--- config.mk ---
export PLATFORM = sky130hd
export DESIGN_NAME = thick_circle_ring_rasterizer_top_flat
export DESIGN_NICKNAME = d
export VERILOG_FILES = /design/src/tcr_pkg.sv /design/src/tcr_if.sv /design/src/tcr_front.sv /design/src/tcr_sqrt.sv /design/src/tcr_back.sv /design/src/thick_circle_ring_rasterizer_top.sv /design/src/flat_wrapper.sv
export SDC_FILE = /design/constraint.sdc
export NUM_CORES = 2
export LEC_CHECK = 0
export BUFFER_PORTS_ARGS = -buffer_cell sky130_fd_sc_hd__clkbuf_2
export CAP_MARGIN = 20
export CORE_MARGIN = 5
export CORE_UTILIZATION = 29
export DETAILED_ROUTE_END_ITERATION = 6
export SETUP_SLACK_MARGIN = 0.2
export SLEW_MARGIN = 10
export SYNTH_ARGS = -nofsm -noshare
export SYNTH_HDL_FRONTEND = slang
export SYNTH_HIERARCHICAL = 1
export SYNTH_SLANG_ARGS = --single-unit
--- constraint.sdc ---
create_clock -name clock -period 8 [get_ports clock]
set_clock_uncertainty 0.1 [all_clocks]
set_input_delay 0.8 -clock clock [delete_from_list [all_inputs] [get_ports clock]]
set_output_delay 0.8 -clock clock [all_outputs]
set_load 0.05 [all_outputs]
--- src/tcr_pkg.sv ---
// Shared types and constants of the thick circle ring rasterizer.
package tcr_pkg;

   localparam int COORD_W    = 11;
   localparam int THICK_W    = 8;
   localparam int COLOR_W    = 32;
   localparam int INDEX_W    = 20;
   localparam int RADIUS_W   = 12;
   localparam int SPAN_W     = RADIUS_W + 1;
   localparam int POS_W      = 14;
   localparam int OFS_W      = POS_W + 1;
   localparam int DIFF_W     = 13;
   localparam int SQ_W       = 2 * DIFF_W;
   localparam int RAD_W      = 28;
   localparam int ROOT_W     = RAD_W / 2;
   localparam int CSR_IDX_W  = 2;
   localparam int CSR_DATA_W = 32;

   localparam int CANVAS_WIDTH_DEF  = 1152;
   localparam int CANVAS_HEIGHT_DEF = 648;

   localparam int QUEUE_DEPTH = 2;

   localparam logic [THICK_W-1:0] THICKNESS_RST  = THICK_W'(1);
   localparam logic [COORD_W-1:0] ORIGIN_X_RST   = COORD_W'(384);
   localparam logic [COORD_W-1:0] ORIGIN_Y_RST   = COORD_W'(324);
   localparam logic [COLOR_W-1:0] DRAW_COLOR_RST = '0;

   localparam logic OP_START = 1'b0;
   localparam logic OP_SCAN  = 1'b1;

   localparam logic [CSR_IDX_W-1:0] REG_THICKNESS  = 2'd0;
   localparam logic [CSR_IDX_W-1:0] REG_ORIGIN_X   = 2'd1;
   localparam logic [CSR_IDX_W-1:0] REG_ORIGIN_Y   = 2'd2;
   localparam logic [CSR_IDX_W-1:0] REG_DRAW_COLOR = 2'd3;

   typedef enum logic {
      KIND_START,
      KIND_SCAN
   } req_kind_type;

   typedef struct packed {
      req_kind_type        kind;
      logic [COORD_W-1:0]  center_x;
      logic [COORD_W-1:0]  center_y;
      logic [COORD_W-1:0]  edge_x;
      logic [COORD_W-1:0]  edge_y;
   } queue_word_type;

   typedef struct packed {
      logic [THICK_W-1:0]  thickness;
      logic [COORD_W-1:0]  origin_x;
      logic [COORD_W-1:0]  origin_y;
      logic [COLOR_W-1:0]  draw_color;
   } cfg_type;

   typedef enum logic [2:0] {
      ST_IDLE,
      ST_SQUARE,
      ST_SUM,
      ST_ROOT,
      ST_EMIT
   } back_state_type;

endpackage

--- src/tcr_if.sv ---
// Handshake channels of the ring rasterizer: request, response and register write.
interface tcr_req_if;
   import tcr_pkg::*;
   logic               valid;
   logic               ready;
   logic               op;
   logic [COORD_W-1:0] center_x;
   logic [COORD_W-1:0] center_y;
   logic [COORD_W-1:0] edge_x;
   logic [COORD_W-1:0] edge_y;

   modport source (output valid, op, center_x, center_y, edge_x, edge_y, input ready);
   modport sink   (input valid, op, center_x, center_y, edge_x, edge_y, output ready);
endinterface

interface tcr_rsp_if;
   import tcr_pkg::*;
   logic               valid;
   logic               ready;
   logic               hit;
   logic [INDEX_W-1:0] pixel_index;
   logic [COLOR_W-1:0] pixel_color;
   logic               last;

   modport source (output valid, hit, pixel_index, pixel_color, last, input ready);
   modport sink   (input valid, hit, pixel_index, pixel_color, last, output ready);
endinterface

interface tcr_csr_if;
   import tcr_pkg::*;
   logic                  valid;
   logic                  ready;
   logic [CSR_IDX_W-1:0]  index;
   logic [CSR_DATA_W-1:0] data;

   modport source (output valid, index, data, input ready);
   modport sink   (input valid, index, data, output ready);
endinterface

--- src/tcr_front.sv ---
// Request front end: classifies request words and buffers them in a short queue.
module tcr_front (
   input  logic                    clock,
   input  logic                    reset,
   tcr_req_if.sink                 req_ch,
   output logic                    q_valid,
   input  logic                    q_pop,
   output tcr_pkg::queue_word_type q_word
);
   import tcr_pkg::*;

   localparam int PTR_W = (QUEUE_DEPTH > 1) ? $clog2(QUEUE_DEPTH) : 1;
   localparam int CNT_W = $clog2(QUEUE_DEPTH + 1);

   queue_word_type         entries_ff [QUEUE_DEPTH];
   logic [PTR_W-1:0]       wr_ptr_ff, wr_ptr_in;
   logic [PTR_W-1:0]       rd_ptr_ff, rd_ptr_in;
   logic [CNT_W-1:0]       count_ff, count_in;
   logic                   push;
   queue_word_type         push_word;

   assign req_ch.ready = (count_ff != CNT_W'(QUEUE_DEPTH));
   assign push         = req_ch.valid && req_ch.ready;
   assign q_valid      = (count_ff != '0);
   assign q_word       = entries_ff[rd_ptr_ff];

   always_comb begin
      push_word.kind     = (req_ch.op == OP_START) ? KIND_START : KIND_SCAN;
      push_word.center_x = req_ch.center_x;
      push_word.center_y = req_ch.center_y;
      push_word.edge_x   = req_ch.edge_x;
      push_word.edge_y   = req_ch.edge_y;
   end

   always_comb begin
      wr_ptr_in = wr_ptr_ff;
      rd_ptr_in = rd_ptr_ff;
      count_in  = count_ff;
      if (push) begin
         wr_ptr_in = (wr_ptr_ff == PTR_W'(QUEUE_DEPTH - 1)) ? '0 : wr_ptr_ff + 1'b1;
      end
      if (q_pop) begin
         rd_ptr_in = (rd_ptr_ff == PTR_W'(QUEUE_DEPTH - 1)) ? '0 : rd_ptr_ff + 1'b1;
      end
      if (push && !q_pop) begin
         count_in = count_ff + 1'b1;
      end else if (!push && q_pop) begin
         count_in = count_ff - 1'b1;
      end
   end

   always_ff @(posedge clock) begin
      if (reset) begin
         wr_ptr_ff <= '0;
         rd_ptr_ff <= '0;
         count_ff  <= '0;
      end else begin
         wr_ptr_ff <= wr_ptr_in;
         rd_ptr_ff <= rd_ptr_in;
         count_ff  <= count_in;
      end
   end

   always_ff @(posedge clock) begin
      if (push) begin
         entries_ff[wr_ptr_ff] <= push_word;
      end
   end

endmodule

--- src/tcr_sqrt.sv ---
// Floor square root, one result bit per cycle.
module tcr_sqrt (
   input  logic                       clock,
   input  logic                       reset,
   input  logic                       start,
   input  logic [tcr_pkg::RAD_W-1:0]  radicand,
   output logic                       done,
   output logic [tcr_pkg::ROOT_W-1:0] root
);
   import tcr_pkg::*;

   localparam int REM_W = ROOT_W + 2;
   localparam int CAT_W = REM_W + 2;
   localparam int CNT_W = $clog2(ROOT_W);

   logic [RAD_W-1:0]  rad_ff, rad_in;
   logic [REM_W-1:0]  rem_ff, rem_in;
   logic [ROOT_W-1:0] root_ff, root_in;
   logic [CNT_W-1:0]  cnt_ff, cnt_in;
   logic              busy_ff, busy_in;
   logic              done_ff, done_in;
   logic [CAT_W-1:0]  cat_rem;
   logic [CAT_W-1:0]  cat_root;
   logic [CAT_W-1:0]  cat_diff;
   logic              ge;

   assign cat_rem  = {rem_ff, rad_ff[RAD_W-1 -: 2]};
   assign cat_root = CAT_W'({root_ff, 2'b01});
   assign ge       = (cat_rem >= cat_root);
   assign cat_diff = cat_rem - cat_root;
   assign done     = done_ff;
   assign root     = root_ff;

   always_comb begin
      rad_in  = rad_ff;
      rem_in  = rem_ff;
      root_in = root_ff;
      cnt_in  = cnt_ff;
      busy_in = busy_ff;
      done_in = 1'b0;
      if (start) begin
         rad_in  = radicand;
         rem_in  = '0;
         root_in = '0;
         cnt_in  = CNT_W'(ROOT_W - 1);
         busy_in = 1'b1;
      end else if (busy_ff) begin
         rad_in  = {rad_ff[RAD_W-3:0], 2'b00};
         rem_in  = ge ? cat_diff[REM_W-1:0] : cat_rem[REM_W-1:0];
         root_in = {root_ff[ROOT_W-2:0], ge};
         cnt_in  = cnt_ff - 1'b1;
         if (cnt_ff == '0) begin
            busy_in = 1'b0;
            done_in = 1'b1;
         end
      end
   end

   always_ff @(posedge clock) begin
      if (reset) begin
         busy_ff <= 1'b0;
         done_ff <= 1'b0;
         cnt_ff  <= '0;
      end else begin
         busy_ff <= busy_in;
         done_ff <= done_in;
         cnt_ff  <= cnt_in;
      end
   end

   always_ff @(posedge clock) begin
      rad_ff  <= rad_in;
      rem_ff  <= rem_in;
      root_ff <= root_in;
   end

endmodule

--- src/tcr_back.sv ---
// Back end: circle setup, scan walk, ring and canvas test, response register.
module tcr_back #(
   parameter int CANVAS_WIDTH  = tcr_pkg::CANVAS_WIDTH_DEF,
   parameter int CANVAS_HEIGHT = tcr_pkg::CANVAS_HEIGHT_DEF
) (
   input  logic                    clock,
   input  logic                    reset,
   input  logic                    q_valid,
   output logic                    q_pop,
   input  tcr_pkg::queue_word_type q_word,
   input  tcr_pkg::cfg_type        cfg,
   tcr_rsp_if.source               rsp_ch
);
   import tcr_pkg::*;

   localparam int WIDTH_W = $clog2(CANVAS_WIDTH + 1);
   localparam int PROD_W  = OFS_W + WIDTH_W + 1;
   localparam int SUM_W   = PROD_W + 1;
   localparam logic signed [PROD_W-1:0] WIDTH_S = PROD_W'(CANVAS_WIDTH);
   localparam logic signed [SUM_W-1:0]  AREA_S  = SUM_W'(CANVAS_WIDTH * CANVAS_HEIGHT);

   back_state_type              state_ff, state_in;
   logic [COORD_W-1:0]          centre_x_ff, centre_x_in;
   logic [COORD_W-1:0]          centre_y_ff, centre_y_in;
   logic [RADIUS_W-1:0]         radius_ff, radius_in;
   logic signed [POS_W-1:0]     scan_x_ff, scan_x_in;
   logic signed [POS_W-1:0]     scan_y_ff, scan_y_in;
   logic                        busy_ff, busy_in;
   logic                        is_start_ff, is_start_in;
   logic [DIFF_W-1:0]           da_ff, da_in;
   logic [DIFF_W-1:0]           db_ff, db_in;
   logic [SQ_W-1:0]             sq_a_ff, sq_a_in;
   logic [SQ_W-1:0]             sq_b_ff, sq_b_in;
   logic signed [OFS_W-1:0]     ydiff_ff, ydiff_in;
   logic signed [OFS_W-1:0]     col_ff, col_in;
   logic signed [PROD_W-1:0]    row_ff, row_in;
   logic                        res_hit_ff, res_hit_in;
   logic [INDEX_W-1:0]          res_index_ff, res_index_in;
   logic                        res_last_ff, res_last_in;
   logic                        rsp_valid_ff, rsp_valid_in;
   logic                        rsp_hit_ff;
   logic [INDEX_W-1:0]          rsp_index_ff;
   logic [COLOR_W-1:0]          rsp_color_ff;
   logic                        rsp_last_ff;

   logic                        sqrt_start;
   logic [RAD_W-1:0]            sqrt_radicand;
   logic                        sqrt_done;
   logic [ROOT_W-1:0]           sqrt_root;

   logic signed [OFS_W-1:0]     x_ext, y_ext, cx_ext, cy_ext;
   logic signed [OFS_W-1:0]     span_ext, x_max, y_min, y_max;
   logic signed [OFS_W-1:0]     dxs, dys, dx_mag, dy_mag;
   logic [SPAN_W-1:0]           span;
   logic [SPAN_W-1:0]           new_span;
   logic signed [OFS_W-1:0]     new_span_ext;
   logic signed [OFS_W-1:0]     start_x, start_y;
   logic signed [OFS_W-1:0]     q_cx, q_cy;
   logic [COORD_W-1:0]          sdx, sdy;
   logic [ROOT_W-1:0]           gap;
   logic signed [SUM_W-1:0]     idx;
   logic                        ring_ok, in_canvas;
   logic                        out_free;

   tcr_sqrt u_sqrt (
      .clock    (clock),
      .reset    (reset),
      .start    (sqrt_start),
      .radicand (sqrt_radicand),
      .done     (sqrt_done),
      .root     (sqrt_root)
   );

   assign sqrt_start    = (state_ff == ST_SUM);
   assign sqrt_radicand = RAD_W'(sq_a_ff) + RAD_W'(sq_b_ff);

   // scan geometry from the current point and the current thickness, and the queue word's edge offsets
   always_comb begin
      x_ext    = OFS_W'(scan_x_ff);
      y_ext    = OFS_W'(scan_y_ff);
      cx_ext   = $signed(OFS_W'(centre_x_ff));
      cy_ext   = $signed(OFS_W'(centre_y_ff));
      span     = SPAN_W'(radius_ff) + SPAN_W'(cfg.thickness);
      span_ext = $signed(OFS_W'(span));
      x_max    = cx_ext + span_ext;
      y_min    = cy_ext - span_ext;
      y_max    = cy_ext + span_ext;
      dxs      = x_ext - cx_ext;
      dys      = y_ext - cy_ext;
      dx_mag   = dxs[OFS_W-1] ? -dxs : dxs;
      dy_mag   = dys[OFS_W-1] ? -dys : dys;
      sdx      = (q_word.center_x >= q_word.edge_x) ? q_word.center_x - q_word.edge_x
                                                    : q_word.edge_x - q_word.center_x;
      sdy      = (q_word.center_y >= q_word.edge_y) ? q_word.center_y - q_word.edge_y
                                                    : q_word.edge_y - q_word.center_y;
   end

   // circle setup once the radius root is known
   always_comb begin
      q_cx         = $signed(OFS_W'(centre_x_ff));
      q_cy         = $signed(OFS_W'(centre_y_ff));
      new_span     = SPAN_W'(sqrt_root[RADIUS_W-1:0]) + SPAN_W'(cfg.thickness);
      new_span_ext = $signed(OFS_W'(new_span));
      start_x      = q_cx - new_span_ext;
      start_y      = q_cy - new_span_ext;
   end

   // ring and canvas test of a scanned point
   always_comb begin
      gap       = (sqrt_root >= ROOT_W'(radius_ff)) ? sqrt_root - ROOT_W'(radius_ff)
                                                    : ROOT_W'(radius_ff) - sqrt_root;
      ring_ok   = (gap <= ROOT_W'(cfg.thickness));
      idx       = SUM_W'(row_ff) + SUM_W'(col_ff);
      in_canvas = !idx[SUM_W-1] && (idx < AREA_S);
   end

   assign out_free = !rsp_valid_ff || rsp_ch.ready;

   always_comb begin
      state_in     = state_ff;
      centre_x_in  = centre_x_ff;
      centre_y_in  = centre_y_ff;
      radius_in    = radius_ff;
      scan_x_in    = scan_x_ff;
      scan_y_in    = scan_y_ff;
      busy_in      = busy_ff;
      is_start_in  = is_start_ff;
      da_in        = da_ff;
      db_in        = db_ff;
      sq_a_in      = sq_a_ff;
      sq_b_in      = sq_b_ff;
      ydiff_in     = ydiff_ff;
      col_in       = col_ff;
      row_in       = row_ff;
      res_hit_in   = res_hit_ff;
      res_index_in = res_index_ff;
      res_last_in  = res_last_ff;
      rsp_valid_in = rsp_ch.ready ? 1'b0 : rsp_valid_ff;
      q_pop        = 1'b0;

      unique case (state_ff)
         ST_IDLE: begin
            if (q_valid) begin
               q_pop = 1'b1;
               if (q_word.kind == KIND_START) begin
                  centre_x_in = q_word.center_x;
                  centre_y_in = q_word.center_y;
                  da_in       = DIFF_W'(sdx);
                  db_in       = DIFF_W'(sdy);
                  is_start_in = 1'b1;
                  state_in    = ST_SQUARE;
               end else if (busy_ff) begin
                  da_in       = dx_mag[DIFF_W-1:0];
                  db_in       = dy_mag[DIFF_W-1:0];
                  col_in      = x_ext - $signed(OFS_W'(cfg.origin_x));
                  ydiff_in    = y_ext - $signed(OFS_W'(cfg.origin_y));
                  is_start_in = 1'b0;
                  res_last_in = 1'b0;
                  // walk: y inner, x outer; end of the box ends the scan
                  if (y_ext >= y_max) begin
                     if (x_ext >= x_max) begin
                        res_last_in = 1'b1;
                        busy_in     = 1'b0;
                     end else begin
                        scan_x_in = scan_x_ff + 1'b1;
                        scan_y_in = y_min[POS_W-1:0];
                     end
                  end else begin
                     scan_y_in = scan_y_ff + 1'b1;
                  end
                  state_in = ST_SQUARE;
               end else begin
                  res_hit_in   = 1'b0;
                  res_index_in = '0;
                  res_last_in  = 1'b1;
                  state_in     = ST_EMIT;
               end
            end
         end
         ST_SQUARE: begin
            sq_a_in  = SQ_W'(da_ff) * SQ_W'(da_ff);
            sq_b_in  = SQ_W'(db_ff) * SQ_W'(db_ff);
            row_in   = PROD_W'(ydiff_ff) * WIDTH_S;
            state_in = ST_SUM;
         end
         ST_SUM: begin
            state_in = ST_ROOT;
         end
         ST_ROOT: begin
            if (sqrt_done) begin
               if (is_start_ff) begin
                  radius_in    = sqrt_root[RADIUS_W-1:0];
                  scan_x_in    = start_x[POS_W-1:0];
                  scan_y_in    = start_y[POS_W-1:0];
                  busy_in      = 1'b1;
                  res_hit_in   = 1'b0;
                  res_index_in = '0;
                  res_last_in  = 1'b0;
               end else begin
                  res_hit_in   = ring_ok && in_canvas;
                  res_index_in = (ring_ok && in_canvas) ? idx[INDEX_W-1:0] : '0;
               end
               state_in = ST_EMIT;
            end
         end
         ST_EMIT: begin
            if (out_free) begin
               rsp_valid_in = 1'b1;
               state_in     = ST_IDLE;
            end
         end
         default: begin
            state_in = ST_IDLE;
         end
      endcase
   end

   always_ff @(posedge clock) begin
      if (reset) begin
         state_ff     <= ST_IDLE;
         centre_x_ff  <= '0;
         centre_y_ff  <= '0;
         radius_ff    <= '0;
         scan_x_ff    <= '0;
         scan_y_ff    <= '0;
         busy_ff      <= 1'b0;
         rsp_valid_ff <= 1'b0;
      end else begin
         state_ff     <= state_in;
         centre_x_ff  <= centre_x_in;
         centre_y_ff  <= centre_y_in;
         radius_ff    <= radius_in;
         scan_x_ff    <= scan_x_in;
         scan_y_ff    <= scan_y_in;
         busy_ff      <= busy_in;
         rsp_valid_ff <= rsp_valid_in;
      end
   end

   always_ff @(posedge clock) begin
      is_start_ff  <= is_start_in;
      da_ff        <= da_in;
      db_ff        <= db_in;
      sq_a_ff      <= sq_a_in;
      sq_b_ff      <= sq_b_in;
      ydiff_ff     <= ydiff_in;
      col_ff       <= col_in;
      row_ff       <= row_in;
      res_hit_ff   <= res_hit_in;
      res_index_ff <= res_index_in;
      res_last_ff  <= res_last_in;
      if (state_ff == ST_EMIT && out_free) begin
         rsp_hit_ff   <= res_hit_ff;
         rsp_index_ff <= res_index_ff;
         rsp_color_ff <= res_hit_ff ? cfg.draw_color : '0;
         rsp_last_ff  <= res_last_ff;
      end
   end

   assign rsp_ch.valid       = rsp_valid_ff;
   assign rsp_ch.hit         = rsp_hit_ff;
   assign rsp_ch.pixel_index = rsp_index_ff;
   assign rsp_ch.pixel_color = rsp_color_ff;
   assign rsp_ch.last        = rsp_last_ff;

   a_root_only_when_waiting: assert property (@(posedge clock) disable iff (reset)
      sqrt_done |-> state_ff == ST_ROOT)
      else $error("root result arrived outside the wait state");

   a_scan_end_marks_last: assert property (@(posedge clock) disable iff (reset)
      (!$past(reset) && $fell(busy_ff)) |-> res_last_ff)
      else $error("scan ended without a last word");

   a_word_from_emit: assert property (@(posedge clock) disable iff (reset)
      $rose(rsp_valid_ff) |-> $past(state_ff == ST_EMIT))
      else $error("response word loaded outside emit");

   a_miss_is_zero: assert property (@(posedge clock) disable iff (reset)
      (rsp_valid_ff && !rsp_hit_ff) |-> (rsp_index_ff == '0 && rsp_color_ff == '0))
      else $error("miss word carries index or color");

endmodule

--- src/thick_circle_ring_rasterizer_top.sv ---
// Top level of the thick circle ring rasterizer: registers, front end, back end.
//
//   channel  dir  handshake      word
//   req_ch   in   valid/ready    op, center_x, center_y, edge_x, edge_y
//   rsp_ch   out  valid/ready    hit, pixel_index, pixel_color, last
//   csr_ch   in   valid/ready    index, data (ready always high)
//
// Start and scan words each pass through the square root unit, which forms its
// 14 result bits one at a time; a scan word while idle skips that unit.
// One word is worked on at a time; a two-word queue takes requests meanwhile.
// A pending response word stalls only the back end; the front keeps accepting
// until its queue is full.
// Reset is synchronous; after it the block is idle and registers hold defaults.
module thick_circle_ring_rasterizer_top #(
   parameter int CANVAS_WIDTH  = tcr_pkg::CANVAS_WIDTH_DEF,
   parameter int CANVAS_HEIGHT = tcr_pkg::CANVAS_HEIGHT_DEF
) (
   input  logic      clock,
   input  logic      reset,
   tcr_req_if.sink   req_ch,
   tcr_rsp_if.source rsp_ch,
   tcr_csr_if.sink   csr_ch
);
   import tcr_pkg::*;

   cfg_type        cfg_ff, cfg_in;
   logic           q_valid;
   logic           q_pop;
   queue_word_type q_word;

   assign csr_ch.ready = 1'b1;

   always_comb begin
      cfg_in = cfg_ff;
      if (csr_ch.valid) begin
         unique case (csr_ch.index)
            REG_THICKNESS:  cfg_in.thickness  = csr_ch.data[THICK_W-1:0];
            REG_ORIGIN_X:   cfg_in.origin_x   = csr_ch.data[COORD_W-1:0];
            REG_ORIGIN_Y:   cfg_in.origin_y   = csr_ch.data[COORD_W-1:0];
            REG_DRAW_COLOR: cfg_in.draw_color = csr_ch.data[COLOR_W-1:0];
            default:        cfg_in = cfg_ff;
         endcase
      end
   end

   always_ff @(posedge clock) begin
      if (reset) begin
         cfg_ff.thickness  <= THICKNESS_RST;
         cfg_ff.origin_x   <= ORIGIN_X_RST;
         cfg_ff.origin_y   <= ORIGIN_Y_RST;
         cfg_ff.draw_color <= DRAW_COLOR_RST;
      end else begin
         cfg_ff <= cfg_in;
      end
   end

   tcr_front u_front (
      .clock   (clock),
      .reset   (reset),
      .req_ch  (req_ch),
      .q_valid (q_valid),
      .q_pop   (q_pop),
      .q_word  (q_word)
   );

   tcr_back #(
      .CANVAS_WIDTH  (CANVAS_WIDTH),
      .CANVAS_HEIGHT (CANVAS_HEIGHT)
   ) u_back (
      .clock   (clock),
      .reset   (reset),
      .q_valid (q_valid),
      .q_pop   (q_pop),
      .q_word  (q_word),
      .cfg     (cfg_ff),
      .rsp_ch  (rsp_ch)
   );

endmodule
--- src/flat_wrapper.sv ---
// flat-port wrapper written by rule: the top's interface ports become plain ports
module thick_circle_ring_rasterizer_top_flat import tcr_pkg::*;
#(
   parameter int CANVAS_WIDTH  = tcr_pkg::CANVAS_WIDTH_DEF,
   parameter int CANVAS_HEIGHT = tcr_pkg::CANVAS_HEIGHT_DEF
)
  (clock, reset, req_ch_valid, req_ch_op, req_ch_center_x, req_ch_center_y, req_ch_edge_x, req_ch_edge_y, req_ch_ready, rsp_ch_valid, rsp_ch_hit, rsp_ch_pixel_index, rsp_ch_pixel_color, rsp_ch_last, rsp_ch_ready, csr_ch_valid, csr_ch_index, csr_ch_data, csr_ch_ready);
  tcr_req_if req_ch_i ();
  tcr_rsp_if rsp_ch_i ();
  tcr_csr_if csr_ch_i ();
  input  logic clock;
  input  logic reset;
  input wire logic [$bits(req_ch_i.valid)-1:0] req_ch_valid;
  input wire logic [$bits(req_ch_i.op)-1:0] req_ch_op;
  input wire logic [$bits(req_ch_i.center_x)-1:0] req_ch_center_x;
  input wire logic [$bits(req_ch_i.center_y)-1:0] req_ch_center_y;
  input wire logic [$bits(req_ch_i.edge_x)-1:0] req_ch_edge_x;
  input wire logic [$bits(req_ch_i.edge_y)-1:0] req_ch_edge_y;
  output wire logic [$bits(req_ch_i.ready)-1:0] req_ch_ready;
  output wire logic [$bits(rsp_ch_i.valid)-1:0] rsp_ch_valid;
  output wire logic [$bits(rsp_ch_i.hit)-1:0] rsp_ch_hit;
  output wire logic [$bits(rsp_ch_i.pixel_index)-1:0] rsp_ch_pixel_index;
  output wire logic [$bits(rsp_ch_i.pixel_color)-1:0] rsp_ch_pixel_color;
  output wire logic [$bits(rsp_ch_i.last)-1:0] rsp_ch_last;
  input wire logic [$bits(rsp_ch_i.ready)-1:0] rsp_ch_ready;
  input wire logic [$bits(csr_ch_i.valid)-1:0] csr_ch_valid;
  input wire logic [$bits(csr_ch_i.index)-1:0] csr_ch_index;
  input wire logic [$bits(csr_ch_i.data)-1:0] csr_ch_data;
  output wire logic [$bits(csr_ch_i.ready)-1:0] csr_ch_ready;
  assign req_ch_i.valid = req_ch_valid;
  assign req_ch_i.op = req_ch_op;
  assign req_ch_i.center_x = req_ch_center_x;
  assign req_ch_i.center_y = req_ch_center_y;
  assign req_ch_i.edge_x = req_ch_edge_x;
  assign req_ch_i.edge_y = req_ch_edge_y;
  assign req_ch_ready = req_ch_i.ready;
  assign rsp_ch_valid = rsp_ch_i.valid;
  assign rsp_ch_hit = rsp_ch_i.hit;
  assign rsp_ch_pixel_index = rsp_ch_i.pixel_index;
  assign rsp_ch_pixel_color = rsp_ch_i.pixel_color;
  assign rsp_ch_last = rsp_ch_i.last;
  assign rsp_ch_i.ready = rsp_ch_ready;
  assign csr_ch_i.valid = csr_ch_valid;
  assign csr_ch_i.index = csr_ch_index;
  assign csr_ch_i.data = csr_ch_data;
  assign csr_ch_ready = csr_ch_i.ready;
  thick_circle_ring_rasterizer_top #(.CANVAS_WIDTH(CANVAS_WIDTH), .CANVAS_HEIGHT(CANVAS_HEIGHT)) u_core (.clock(clock), .reset(reset), .req_ch(req_ch_i), .rsp_ch(rsp_ch_i), .csr_ch(csr_ch_i));
endmodule
# Word level (Yosys, flattened, before mapping)
# Memory sizes are Yosys's and may differ from the RTL's. A register that Yosys moved wholly into a read port is not among the register bits.
# Cells that the tools add are included.
totals:
  output_inout_bits: 57
  register_bits: 402
  ram_bits: 90
  memories: 1
op_classes:
  addsub: 29
  muxes: 84
  eq_ne: 19
  order_cmp: 8
  bitwise: 2
  multipliers: 3
  n_reduce_logical: 33
memory_table:
  columns: ["memory", "words", "width", "rd", "rd_clocked_by_memory_dff", "wr", "line_no", "source"]
  rows:
  - ["u_core.u_front.entries_ff", 2, 45, 1, 1, 1, "tcr_front.sv:15", "queue_word_type entries_ff [QUEUE_DEPTH];"]
op_table:
  columns: ["op", "count"]
  rows:
  - ["14-bit 2-to-1 mux", 15]
  - ["20-bit 2-to-1 mux", 6]
  - ["14-bit by 12-bit subtractor with 15-bit output", 4]
  - ["28-bit 2-to-1 mux", 2]
  - ["14-bit one-hot mux with 2 select lines", 2]
  - ["13-bit by 13-bit multiplier with 26-bit output", 2]
  - ["13-bit 2-to-1 mux", 4]
  - ["11-bit 2-to-1 mux", 4]
  - ["11-bit subtractor", 4]
  - ["11-bit by 13-bit subtractor with 14-bit output", 3]
  - ["20-bit one-hot mux with 2 select lines", 1]
  - ["1-bit 2-to-1 mux", 36]
  - ["14-bit by 15-bit >= comparator with 1-bit output", 2]
  - ["11-bit by 13-bit adder with 14-bit output", 2]
  - ["14-bit by 1-bit adder with 14-bit output (second input constant)", 2]
  - ["27-bit by 15-bit adder with 28-bit output", 1]
  - ["28-bit by 21-bit < comparator with 1-bit output (second input constant)", 1]
  - ["26-bit by 26-bit adder with 27-bit output", 1]
  - ["12-bit by 8-bit adder with 13-bit output", 2]
  - ["13-bit negator", 2]
  - ["11-bit >= comparator", 2]
  - ["15-bit by 5-bit multiplier with 20-bit output (second input constant)", 1]
  - ["18-bit by 16-bit >= comparator with 1-bit output", 1]
  - ["16-bit 2-to-1 mux", 1]
  - ["other kinds (38)", 77]

# Depth between registers and ports, before layout
depth:
  depth_word: 9
  mapped_depth: 28
  mapped_depth_nobuf: 26

# Hierarchy
# The synthesis kept the hierarchy.
modules_own_cells:
  columns: ["module", "area_each_um2", "cells_per_inst", "instances"]
  rows:
  - ["tcr_back", 31041.0, 3406, 1]
  - ["tcr_front", 3488.3, 164, 1]
  - ["tcr_sqrt", 3477.1, 337, 1]
  - ["thick_circle_ring_rasterizer_top", 2622.5, 251, 1]

# Worst setup path before layout
# No wires, ideal clock.
synth_path:
  path_type: "register to register"
  startpoint: "register u_core.u_back.state_ff[0]"
  endpoint: "register u_core.u_back.row_ff[10], enable pin"
  synth_period_minus_slack_ns: 6.436
  arrival_time_ns: 5.738
  t_required_ns: 7.301
  path_slack_ns: 1.564
  n_path_buf: 1
  path_stages_with_launch: 3
  path_cell_list: "dfxtp_1 > clkbuf_1 > nor3b_1"
synth_between:
  elab_chain_cells: 1
synth_rtl:
  columns: ["element", "line_no", "source"]
  rows:
  - ["start, declared", "tcr_back.sv:22", "back_state_type state_ff, state_in;"]
  - ["start signal, assigned", "tcr_back.sv:229", "state_ff <= state_in;"]
  - ["3-bit by 1-bit equality test with 1-bit output", "tcr_back.sv:141", "unique case (state_ff)"]
  - ["end signal, assigned", "tcr_back.sv:248", "row_ff <= row_in;"]
  - ["end, declared", "tcr_back.sv:36", "logic signed [PROD_W-1:0] row_ff, row_in;"]
# No other way between the ends.
# A chain may end at the register's enable or synchronous reset.

# Final worst setup path
layout_path:
  startpoint: "register u_core/cfg_ff[54] in the netlist's numbering"
  endpoint: "register u_core.u_back.scan_x_ff[2]"
layout_between:
  elab_chain_cells: 5
layout_rtl:
  columns: ["element", "line_no", "source"]
  rows:
  - ["start, declared", "thick_circle_ring_rasterizer_top.sv:26", "cfg_type cfg_ff, cfg_in;"]
  - ["start signal, assigned", "thick_circle_ring_rasterizer_top.sv:53", "cfg_ff <= cfg_in;"]
  - ["12-bit by 8-bit adder with 13-bit output, on equally long branches", "tcr_back.sv:83, tcr_back.sv:102", null]
  - ["11-bit by 13-bit adder with 14-bit output (tied with other cells)", "tcr_back.sv:85", "x_max = cx_ext + span_ext;"]
  - ["14-bit by 15-bit >= comparator with 1-bit output (tied with other cells)", "tcr_back.sv:161", "if (x_ext >= x_max) begin"]
  - ["2-bit != test (no source line) or 14-bit 2-to-1 mux (tied branches)", null, null]
  - ["8-bit AND reduction (no source line) or 14-bit one-hot mux with 2 select lines (tied branches)", null, null]
  - ["end signal, assigned", "tcr_back.sv:233", "scan_x_ff <= scan_x_in;"]
  - ["end, declared", "tcr_back.sv:26", "logic signed [POS_W-1:0] scan_x_ff, scan_x_in;"]
# Several ways; a longest one is shown, not always the timed one. The select of a mux whose other input is x is not followed.

==> impl_metrics.csv <==
group,metric,value,unit
run_status,status,"complete, no violations",
clock_network,cts_setup_buffers,0,
sta,relSlewSlack,25.42,%
logic_synthesis,synth-warning-count,6,
critical_path,reg2reg_from,"u_core/cfg_ff[54]",
global_routing,track_usage,13.50,%
global_routing,grt_max_degree,100,
critical_path,critPathLaunchType,"flip-flop",
global_routing,grt-ovfl-total,0,
layout,nets,4985,
clock_network,htreeDepth,2,
floorplan,placement_rows,137,
critical_path,crit_type,"reg -> reg",
layout,final_cell_mix,"inv_1, ha_1, edfxtp_1",
routing,drc,0,
floorplan,die_h,384.3,um
routing,vias,29330,
logic_synthesis,syn_avg_cell_area,9.771,um^2
routing,firstDrtPassIters,6,
clock_network,cts_sinks,491,
worst_hold_path,hold_path_depth,1,
critical_path,ff2ff_setup_slack,1.51,ns
global_routing,antenna_found_initial,8,
sta,rsz0062_at_grt,"false",
routing,first_iter_violations,1765,
routing,ant_nets,0,
routing,viasPerCell,4.759,
sta,finalMaxSlewViolations,0,
worst_hold_path,hold_path.class,"in -> reg",
clock_network,ctsHoldBuffers,0,
layout,drive_gt1_share,9.314,%
logic_synthesis,synth_async_sr_flop_share,0,%
sta,fmax,154.1,MHz
routing,wl_per_cell,16.47,um
logic_synthesis,synth_edf_count,321,
logic_synthesis,synth-main-ff-cell,"edfxtp_1",
clock_network,tritoncts,"built",
floorplan,coreArea,139400,um^2
floorplan,io_pins,141,
clock_network,cts-root-buf,"clkbuf_16",
sta,fin_tns_setup,0,ns
sta,setup_viol,0,
logic_synthesis,syn_nets,4906,
clock_network,numCtsBuffers,55,
critical_path,endpoint_kind,"flip-flop",
place,gp_congestion,0.9175,
clock_network,clk_pin_slew,0.07,ns
sta,hold_viol_final,0,
logic_synthesis,ys_types,99,
logic_synthesis,synth-seq-area-share,32.10,%
sta,fin_crit,6.490,ns
clock_network,max-clock-path-buffers,3,
place,dpl.hpwl,79740,um
sta,period_share,81.13,%
global_routing,grt_pass1_wl,161200,um
routing,wl,101500,um
critical_path,crit_fanout,28,
layout,area_growth,10.77,%
critical_path,ff2ff_path_depth,24,
layout,final_common_cell,"inv_1",
floorplan,die_w,384.3,um
floorplan,start_util,29.15,%
logic_synthesis,synthCells,4158,
critical_path,cp.required,8.44,ns
floorplan,dieArea,147700,um^2
critical_path,arrival,6.93,ns
critical_path,crit_path_end,"u_core/u_back/scan_x_ff[2]",
place,port_buffers,139,
logic_synthesis,syn-cell-area,40630,um^2
critical_path,crit_start,"u_core/cfg_ff[54]",
flow_run,drv_cap,0,
logic_synthesis,synth-seq-cells,491,
sta,worstMarginPinSlew,1.119,ns
critical_path,r2r-end,"u_core/u_back/scan_x_ff[2]",
clock_network,ctsResizeCount,0,
clock_network,clock_latency,0.65,ns
global_routing,grt_pass1_vias,29080,
layer usage:
metal	share of wire [%]	global-route usage [%]	up-vias
met1	46	18.05	14170
met3	3.8	1.633	122
li1	-	-	14520
met2	47	23.16	512
met5	0.024	0	-
met4	2.5	3.520	4
layout make-up:
class	instances	area [um^2]
Fill cell	14260	94350
Multi-Input combinational cell	3049	25160
Sequential cell	491	13050
Tap cell	1876	2347
Inverter	473	1775
Clock buffer	74	1498
Timing Repair Buffer	167	908.4
Clock inverter	30	267.8
Antenna cell	3	7.507
stage by stage:
step / std cells / hold WS (ns) / worst slack (ns) / util [%] / instance area (um^2)
after floorplan: 4158 / 0.3003 / 1.564 / - / 40630
after global placement: 6056 / 0.3050 / 1.704 / 31.02 / 43230
after detailed placement: 6056 / 0.3045 / 1.612 / 31.02 / 43230
after CTS: 6160 / 0.1997 / 1.559 / 32.29 / 45000
after global routing: 6161 / 0.2134 / 1.029 / 32.29 / 45000
final: 6163 / 0.2447 / 1.510 / 32.29 / 45010
worst min-delay path by stage:
stage | start | to
2_1_floorplan | u_core/u_back/res_last_ff | u_core/u_back/rsp_ch.last
3_3_place_gp | u_core/u_back/res_index_ff[16] | u_core/u_back/rsp_ch.pixel_index[16]
3_5_place_dp | u_core/u_back/res_index_ff[11] | u_core/u_back/rsp_ch.pixel_index[11]
4_1_cts | req_ch_center_x[4] | u_core/u_front/entries_ff[0][37]
5_1_grt | req_ch_center_x[4] | u_core/u_front/entries_ff[1][37]
6_report | req_ch_center_x[4] | u_core/u_front/entries_ff[0][37]
synthesized netlist by cell type, types with 40 or more instances:
cell      instances  area (um^2)
clkbuf_1         94        352.8
a211oi_1         40        300.3
a21o_1           66        495.5
ha_1            449         5618
fa_1            215         4304
a21oi_1         250         1251
nor2_1          261        979.7
edfxtp_1        321         9639
mux2_2           82        923.4
and2_1          140        875.8
nand3_1          65        325.3
xnor2_1         191         1673
inv_1           472         1772
mux2i_1         102         1021
nor2b_1          52        325.3
xor2_1           79        691.9
nor3_1           73        365.4
nand2b_1        122        763.2
nand2_1         285         1070
o21ai_0         156        780.8
dfxtp_1         170         3403
cell families (layout without fill, tap and decap cells):
| family | count (synthesis) | after routing | synth area share [%] |
|---|---|---|---|
| xor gates and xnor gates | 270 | 270 | 5.820 |
| AOI/OAI and AO/OA | 774 | 774 | 12.36 |
| DFF | 491 | 491 | 32.10 |
| muxes | 184 | 184 | 4.786 |
| and+or+nand+nor | 1155 | 1155 | 14.46 |
| buffers and inverters | 618 | 744 | 6.039 |
| other | 2 | 5 | 0.01848 |
| adders and majority gates | 664 | 664 | 24.42 |
flip-flops by register name, indices dropped and copies added (netlist names), 15 cells and up, named ones only:
signal / cells
u_core/u_front/entries_ff: 90
u_core/cfg_ff: 62
u_core/u_back/sq_b_ff: 25
u_core/u_back/row_ff: 20
u_core/u_back/sq_a_ff: 25
u_core/u_back/u_sqrt/rem_ff: 16
u_core/u_back/col_ff: 15
u_core/u_back/u_sqrt/rad_ff: 28
u_core/u_back/res_index_ff: 20
u_core/u_back/rsp_ch.pixel_index: 20
u_core/u_back/ydiff_ff: 15
u_core/u_back/rsp_ch.pixel_color: 32
worst max-delay path, cell delays in order (launching register included):
cell and delay, ns:
dfxtp_1 0.40, ha_1 0.22, inv_1 0.06, fa_1 0.74, inv_1 0.12, ha_1 0.31
a21o_1 0.19, a21oi_1 0.21, o21ai_0 0.12, a21oi_1 0.23, o21bai_1 0.10, a21oi_1 0.23
o21bai_1 0.13, a2111o_1 0.45, nand3_1 0.13, ha_1 0.24, nand4b_1 0.17, o22a_1 0.26
o32ai_4 0.26, buf_4 0.35, a211oi_1 0.18, o31ai_4 0.55, buf_4 0.26, o21ai_0 0.09
a221oi_1 0.28
Power is left out: the tool's default activity adds up to more than one toggle a clock period on the data nets, which glitch-free logic cannot reach.
